## config.mk

```make
export PLATFORM = sky130hd
export DESIGN_NAME = call_argument_slot_allocator
export DESIGN_NICKNAME = d
export VERILOG_FILES = /design/src/rtl/csa_pkg.sv /design/src/rtl/call_argument_slot_allocator.sv /design/src/rtl/csa_classify.sv
export SDC_FILE = /design/constraint.sdc
export NUM_CORES = 1
export LEC_CHECK = 0
export BUFFER_PORTS_ARGS = -buffer_cell sky130_fd_sc_hd__buf_4
export CORE_MARGIN = 10
export CORE_UTILIZATION = 44
export DETAILED_ROUTE_END_ITERATION = 8
export PLACE_DENSITY = 0.66
export SLEW_MARGIN = 20
export SYNTH_ARGS = -nofsm -noshare
export SYNTH_HDL_FRONTEND = slang
export SYNTH_SLANG_ARGS = --single-unit
```

## constraint.sdc

```tcl
create_clock -name clk -period 8.7 [get_ports clk]
set_input_delay 0.435 -clock clk [delete_from_list [all_inputs] [get_ports clk]]
set_output_delay 0.435 -clock clk [all_outputs]
set_load 0.05 [all_outputs]
```

## src/rtl/csa_pkg.sv

```systemverilog
// Shared types and constants for the call argument slot allocator.
`default_nettype none

package csa_pkg;

    localparam int OFFSET_BITS_DEFAULT = 16;

    localparam logic [2:0] NUM_REGS          = 3'd4;
    localparam logic [15:0] BIG_STRUCT_BYTES = 16'd16;
    localparam logic [15:0] PTR_BYTES        = 16'd4;
    localparam logic [4:0] WORD_BYTES        = 5'd4;
    localparam logic [4:0] DWORD_BYTES       = 5'd8;
    localparam logic [2:0] WORD_ALIGN_LOG2   = 3'd2;
    localparam logic [2:0] DWORD_ALIGN_LOG2  = 3'd3;
    localparam logic [2:0] NO_ALIGN_LOG2     = 3'd0;
    localparam logic [2:0] STACK_ALIGN_RESET = 3'd3;

    localparam logic [1:0] KIND_WORD   = 2'd0;
    localparam logic [1:0] KIND_DWORD  = 2'd1;
    localparam logic [1:0] KIND_STRUCT = 2'd2;

    localparam logic [1:0] LOC_REGS  = 2'd0;
    localparam logic [1:0] LOC_STACK = 2'd1;
    localparam logic [1:0] LOC_SPLIT = 2'd2;

    typedef struct packed {
        logic        new_call;
        logic [7:0]  arg_pos;
        logic [1:0]  arg_kind;
        logic [15:0] arg_size;
        logic [2:0]  arg_align_log2;
    } arg_t;

    typedef struct packed {
        logic [1:0]  loc_kind;
        logic [2:0]  base_reg;
        logic [2:0]  reg_used;
        logic [15:0] stack_offset;
        logic [15:0] stack_part_bytes;
        logic [15:0] passed_bytes;
        logic        invisible_ref;
        logic [15:0] frame_bytes;
        logic [8:0]  arg_total;
        logic        overflow;
    } slot_t;

    typedef struct packed {
        logic [2:0] next_register;
        logic [8:0] argument_count;
    } ctr_t;

endpackage

`default_nettype wire

```

## src/rtl/call_argument_slot_allocator.sv

```systemverilog
// Top level of the call argument slot allocator: beat registers, allocation state and config.
`default_nettype none

// Takes one call argument per beat and returns where it is passed: core registers r0 to r3,
// the outgoing stack, or split between the two, together with the running frame size and
// argument count. A beat is accepted every cycle while the result side keeps up. An accepted
// beat is held in the argument register, and the classification logic between it and the
// result register loads the result once the result register is free to take it; the result
// is then offered on slot_valid until it is taken. The allocation state is updated as each
// beat moves into the result register, so consecutive arguments of a call see each other
// without a gap. Set new_call on the first argument of each call. The stack alignment
// register should be written only while no beat is in flight.
module call_argument_slot_allocator #(
    parameter int OFFSET_BITS = csa_pkg::OFFSET_BITS_DEFAULT
) (
    input  logic           clk,
    input  logic           rst_n,
    input  logic           cfg_write,
    input  logic [2:0]     cfg_data,
    input  logic           arg_valid,
    output logic           arg_stall,
    input  csa_pkg::arg_t  arg,
    output logic           slot_valid,
    input  logic           slot_stall,
    output csa_pkg::slot_t slot
);

    logic [2:0]             align_reg;
    logic [2:0]             align_next;
    logic                   arg_valid_reg;
    logic                   arg_valid_next;
    csa_pkg::arg_t          arg_reg;
    csa_pkg::arg_t          arg_next;
    csa_pkg::ctr_t          ctr_reg;
    csa_pkg::ctr_t          ctr_next;
    csa_pkg::ctr_t          ctr_calc;
    logic [OFFSET_BITS-1:0] offset_reg;
    logic [OFFSET_BITS-1:0] offset_next;
    logic [OFFSET_BITS-1:0] offset_calc;
    logic                   slot_valid_reg;
    logic                   slot_valid_next;
    csa_pkg::slot_t         slot_reg;
    csa_pkg::slot_t         slot_next;
    csa_pkg::slot_t         slot_calc;
    logic                   slot_free;
    logic                   advance;
    logic                   arg_take;

    csa_classify #(
        .OFFSET_BITS(OFFSET_BITS)
    ) u_classify (
        .arg              (arg_reg),
        .stack_align_log2 (align_reg),
        .ctr              (ctr_reg),
        .offset           (offset_reg),
        .slot             (slot_calc),
        .ctr_next         (ctr_calc),
        .offset_next      (offset_calc)
    );

    always_comb
    begin
        slot_free = !slot_valid_reg || !slot_stall;
        advance   = arg_valid_reg && slot_free;
        arg_stall = arg_valid_reg && !slot_free;
        arg_take  = arg_valid && !arg_stall;

        align_next      = cfg_write ? cfg_data : align_reg;
        arg_valid_next  = arg_take || (arg_valid_reg && !advance);
        arg_next        = arg_take ? arg : arg_reg;
        ctr_next        = advance ? ctr_calc : ctr_reg;
        offset_next     = advance ? offset_calc : offset_reg;
        slot_valid_next = advance || (slot_valid_reg && slot_stall);
        slot_next       = advance ? slot_calc : slot_reg;
    end

    always_ff @(posedge clk or negedge rst_n)
    begin
        if (!rst_n)
        begin
            align_reg      <= csa_pkg::STACK_ALIGN_RESET;
            arg_valid_reg  <= 1'b0;
            ctr_reg        <= '0;
            offset_reg     <= '0;
            slot_valid_reg <= 1'b0;
        end
        else
        begin
            align_reg      <= align_next;
            arg_valid_reg  <= arg_valid_next;
            ctr_reg        <= ctr_next;
            offset_reg     <= offset_next;
            slot_valid_reg <= slot_valid_next;
        end
    end

    always_ff @(posedge clk)
    begin
        arg_reg  <= arg_next;
        slot_reg <= slot_next;
    end

    assign slot_valid = slot_valid_reg;
    assign slot       = slot_reg;

endmodule

`default_nettype wire

```

## src/rtl/csa_classify.sv

```systemverilog
// Combinational classification of one argument against the current allocation state.
`default_nettype none

module csa_classify #(
    parameter int OFFSET_BITS = csa_pkg::OFFSET_BITS_DEFAULT
) (
    input  csa_pkg::arg_t           arg,
    input  logic [2:0]              stack_align_log2,
    input  csa_pkg::ctr_t           ctr,
    input  logic [OFFSET_BITS-1:0]  offset,
    output csa_pkg::slot_t          slot,
    output csa_pkg::ctr_t           ctr_next,
    output logic [OFFSET_BITS-1:0]  offset_next
);

    localparam int OBW = OFFSET_BITS + 1;
    localparam logic [OFFSET_BITS-1:0] OFF_MAX = '1;

    logic [2:0]             reg_cur;
    logic [2:0]             reg_even;
    logic [2:0]             reg_new;
    logic [2:0]             alog;
    logic [2:0]             slog;
    logic [2:0]             stack_log;
    logic [8:0]             count_cur;
    logic [8:0]             count_idx;
    logic [OFFSET_BITS-1:0] off_cur;
    logic [OFFSET_BITS-1:0] off_aligned;
    logic [OFFSET_BITS-1:0] off_adv;
    logic [OFFSET_BITS-1:0] off_new;
    logic [OBW-1:0]         sum_aligned;
    logic [OBW-1:0]         sum_adv;
    logic [OBW-1:0]         sum_frame;
    logic [4:0]             stack_add;
    logic [2:0]             words;
    logic [2:0]             avail;
    logic [2:0]             rest;
    logic                   big;
    logic                   use_stack;
    logic                   sat_align;
    logic                   sat_adv;
    logic                   sat_frame;

    // Rounds up to a power-of-two boundary; the top bit flags a result beyond the offset range.
    function automatic logic [OBW-1:0] align_up(input logic [OFFSET_BITS-1:0] v,
                                                input logic [2:0] lg);
        logic [OBW-1:0] mask;
        mask = ({{(OBW-1){1'b0}}, 1'b1} << lg) - {{(OBW-1){1'b0}}, 1'b1};
        return ({1'b0, v} + mask) & ~mask;
    endfunction

    always_comb
    begin
        reg_cur   = arg.new_call ? 3'd0 : ctr.next_register;
        off_cur   = arg.new_call ? '0 : offset;
        count_cur = arg.new_call ? 9'd0 : ctr.argument_count;
        count_idx = {1'b0, arg.arg_pos} + 9'd1;

        alog = (arg.arg_align_log2 < csa_pkg::WORD_ALIGN_LOG2) ?
               csa_pkg::WORD_ALIGN_LOG2 : arg.arg_align_log2;
        slog = (stack_align_log2 < csa_pkg::WORD_ALIGN_LOG2) ?
               csa_pkg::WORD_ALIGN_LOG2 : stack_align_log2;

        reg_even = reg_cur + {2'b00, reg_cur[0]};
        big      = arg.arg_size > csa_pkg::BIG_STRUCT_BYTES;
        words    = 3'(({1'b0, arg.arg_size[4:0]} + 6'd3) >> 2);
        avail    = csa_pkg::NUM_REGS - reg_cur;
        rest     = words - avail;

        slot                  = '0;
        slot.loc_kind         = csa_pkg::LOC_REGS;
        slot.passed_bytes     = arg.arg_size;
        reg_new               = reg_cur;
        use_stack             = 1'b0;
        stack_log             = csa_pkg::NO_ALIGN_LOG2;
        stack_add             = 5'd0;

        unique case (arg.arg_kind)
            csa_pkg::KIND_DWORD:
            begin
                if (reg_even <= 3'd2)
                begin
                    slot.base_reg = reg_even;
                    slot.reg_used = 3'd2;
                    reg_new       = reg_even + 3'd2;
                end
                else
                begin
                    slot.loc_kind = csa_pkg::LOC_STACK;
                    use_stack     = 1'b1;
                    stack_log     = csa_pkg::DWORD_ALIGN_LOG2;
                    stack_add     = csa_pkg::DWORD_BYTES;
                    reg_new       = csa_pkg::NUM_REGS;
                end
            end
            csa_pkg::KIND_STRUCT:
            begin
                if (big)
                begin
                    slot.invisible_ref = 1'b1;
                    slot.passed_bytes  = csa_pkg::PTR_BYTES;
                    if (reg_cur < csa_pkg::NUM_REGS)
                    begin
                        slot.base_reg = reg_cur;
                        slot.reg_used = 3'd1;
                        reg_new       = reg_cur + 3'd1;
                    end
                    else
                    begin
                        slot.loc_kind = csa_pkg::LOC_STACK;
                        use_stack     = 1'b1;
                        stack_add     = csa_pkg::WORD_BYTES;
                    end
                end
                else if (({1'b0, reg_cur} + {1'b0, words}) <= {1'b0, csa_pkg::NUM_REGS})
                begin
                    slot.reg_used = words;
                    slot.base_reg = (words != 3'd0) ? reg_cur : 3'd0;
                    reg_new       = reg_cur + words;
                end
                else if (reg_cur < csa_pkg::NUM_REGS)
                begin
                    slot.loc_kind         = csa_pkg::LOC_SPLIT;
                    slot.base_reg         = reg_cur;
                    slot.reg_used         = avail;
                    slot.stack_part_bytes = {11'd0, rest, 2'b00};
                    use_stack             = 1'b1;
                    stack_log             = alog;
                    stack_add             = {rest, 2'b00};
                    reg_new               = csa_pkg::NUM_REGS;
                end
                else
                begin
                    slot.loc_kind = csa_pkg::LOC_STACK;
                    use_stack     = 1'b1;
                    stack_log     = alog;
                    stack_add     = {words, 2'b00};
                    reg_new       = csa_pkg::NUM_REGS;
                end
            end
            default:
            begin
                if (reg_cur < csa_pkg::NUM_REGS)
                begin
                    slot.base_reg = reg_cur;
                    slot.reg_used = 3'd1;
                    reg_new       = reg_cur + 3'd1;
                end
                else
                begin
                    slot.loc_kind = csa_pkg::LOC_STACK;
                    use_stack     = 1'b1;
                    stack_log     = csa_pkg::WORD_ALIGN_LOG2;
                    stack_add     = csa_pkg::WORD_BYTES;
                    reg_new       = csa_pkg::NUM_REGS;
                end
            end
        endcase

        sum_aligned = align_up(off_cur, stack_log);
        sat_align   = sum_aligned[OBW-1];
        off_aligned = sat_align ? OFF_MAX : sum_aligned[OBW-2:0];

        sum_adv = {1'b0, off_aligned} + OBW'(stack_add);
        sat_adv = sum_adv[OBW-1];
        off_adv = sat_adv ? OFF_MAX : sum_adv[OBW-2:0];

        off_new   = use_stack ? off_adv : off_cur;
        sum_frame = align_up(off_new, slog);
        sat_frame = sum_frame[OBW-1];

        slot.stack_offset = use_stack ? 16'(off_aligned) : 16'd0;
        slot.frame_bytes  = sat_frame ? 16'(OFF_MAX) : 16'(sum_frame[OBW-2:0]);
        slot.arg_total    = (count_cur < count_idx) ? count_idx : count_cur;
        slot.overflow     = (use_stack & (sat_align | sat_adv)) | sat_frame;

        ctr_next.next_register  = reg_new;
        ctr_next.argument_count = slot.arg_total;
        offset_next             = off_new;
    end

endmodule

`default_nettype wire

```

==> impl_metrics.tcl <==
set metrics [dict create \
    synth_edf_count 100 \
    io_pins 123 \
    path_class "register to register" \
    vias_per_cell 5.311 \
    cts_htree_levels 4 \
    clk_latency_ps 420 \
    start_util 0.4448 \
    yosysSeqAreaShare 0.4454 \
    p_leak_nw 4.631 \
    whs_ps 181.7 \
    stdcell_area_um2 10730 \
    finalHoldViolations 0 \
    slew_viol_final 0 \
    grt_pass1_wl_um 34760 \
    fin_tns_setup_ps 0 \
    routedWlPerCell_um 17.29 \
    async_flop_share 0.2481 \
    cts_sinks 133 \
    crit_path_top_delay_cell "edfxtp_1" \
    synth_top_area_frac 0.3491 \
    synth_area_leaders "edfxtp_1, dfrtp_1, ha_1" \
    grt_pass1_vias 6644 \
    worstPathRequired_ps 8860 \
    die_h_um 159.8 \
    yosysWarnings 0 \
    cpPeakStageDelay_ps 440 \
    drtAntennaViolNets 0 \
    cts_buffers 17 \
    worst_pin_slew_ps 882.0 \
    crit_top_cell "a21o_1" \
    gp_congestion 0.9679 \
    max-clock-path-buffers 2 \
    portBuffers 109 \
    dp_hpwl_um 16290 \
    status "complete, no violations" \
    slew-limit-headroom 0.4117 \
    drt-initial-drc-count 568 \
    max-cap-violations 0 \
    die_x_um 159.8 \
    layoutNonFillerInstCount 1267 \
    cp-end-kind "register" \
    power.density_nw_per_um2 225.5 \
    vias 6729 \
    wl_um 21910 \
    dp_cells 1219 \
    synth.top_cells.by_count "edfxtp_1, nand2_1, nor2_1, ha_1, o21ai_0" \
    path_clk_slew_ps 60 \
    remaining_drc_errors 0 \
    path_max_fanout 8 \
    cts_tree "yes" \
    synth-seq-cells 133 \
    setup.worst_path.start_class "register" \
    nets 1084 \
    fin_crit_sh 0.9661 \
    dpl-instance-area_um2 9894 \
    syn2layout_area_growth_pct 24.77 \
    coreArea_um2 19330 \
    syn_area_um2 8601 \
    grt_max_degree 53 \
    fin_skew_ps 11.62 \
    setup_viol 0 \
    root_buffer "clkbuf_16" \
    max_freq_mhz 119.0 \
    peakVddDrop_uv 153.1 \
    rows 51 \
    grt_overflow_total 0 \
    hp-class "primary input to register" \
    synthMostInstantiatedCell "edfxtp_1" \
    n_antenna_cell 0 \
    dieArea_um2 25540 \
    ys.flop_type "edfxtp_1" \
    worstPathArrival_ps 8560 \
    grt.total_usage 0.1677 \
    largest_reg_flops 70 \
    fin_crit_ps 8405 \
    antenna_found_initial 0 \
    netlist_instances 835 \
    final_core_util 0.5550 \
    drive_gt1_frac 0.2655 \
    firstDrtPassIters 5 \
    synth.distinct_cells 84 \
    avgSynthCellArea_um2 10.30 \
    synth_top_area_cell "edfxtp_1" \
]
power by group:
part	internal, mW	switching [mW]	leakage [nW]
sequential	0.795	0.0497	1.39
combinational	0.327	0.533	2.95
clock	0.427	0.288	0.282
total	1.55	0.871	4.63
worst max-delay path, delay by kind of cell (launching register included):
family                     cells  cell delay (ps)
AOI/OAI and AO/OA             18             4120
xor gates and xnor gates       2              370
adders and majority gates      5             1570
buffers and inverters          2              210
DFF                            1              440
muxes                          1              370
and+or+nand+nor                6             1040
routing by layer:
metal	GRT usage	vias to the layer above	routed length (um)
met2	0.2587	255	9919
li1	-	3306	-
met4	0.04466	0	300
met1	0.2256	3139	10100
met3	0.04884	29	1592
met5	0	-	0
final cells by class:
cell class / instances / area, um2
Tap cell: 265 / 331.6
Inverter: 41 / 155.1
Fill cell: 1713 / 8603
Multi-Input combinational cell: 636 / 4612
Sequential cell: 133 / 3831
Timing Repair Buffer: 160 / 1220
Clock inverter: 13 / 148.9
Clock buffer: 19 / 432.9
cell usage in the layout (no fill, tap or decap), types with 23 or more instances in the layout:
master,instances
a21oi_1,37
buf_4,157
conb_1,23
dfrtp_1,31
edfxtp_1,100
ha_1,46
inv_1,40
mux2_2,23
nand2_1,71
nor2_1,54
nor2b_1,43
o21ai_0,49
through the flow:
step	total power, mW	setup WS, ps
global route	2.552	-88.32
floorplan	1.459	27.07
CTS	2.401	2.675
finish	2.420	294.8
detailed placement	1.672	-107.3
global placement	1.668	13.39
path summary, 6_finish.rpt:
check | slack (ps) | end | startpoint | depth (start not counted)
max in group asynchronous | 7840 | align_reg[0] | rst_n | 2
worst max register to register | 290 | slot[13] | arg_reg[4] | 34
worst min-delay path | 180 | arg_reg[25] | arg[25] | 1
worst max-delay path | 290 | slot[13] | arg_reg[4] | 34
worst min register to register | 480 | offset_reg[1] | offset_reg[1] | 2
min in group asynchronous | 500 | offset_reg[11] | rst_n | 2
cell families (layout without fill, tap and decap cells):
kind of cell,Yosys count,in the layout,synth area share
flip-flops,133,133,0.4454
XOR/XNOR,43,43,0.04379
adder cells (fa/ha/maj),57,57,0.08729
buffers and inverters,87,233,0.04772
AO/OA/AOI/OAI,185,185,0.1545
AND/OR/NAND/NOR,294,294,0.1769
multiplexers,34,34,0.04350
other,2,23,0.0008732
repair_timing:
action	in CTS	in global routing
pin swaps	2	15
hold buffers	1	0
gates resized for setup	3	21
endpoints found under the setup margin	16	17
endpoints found under the hold margin	31	0
buffers inserted	2	13
No activity file was read; power rests on OpenSTA's default activity.
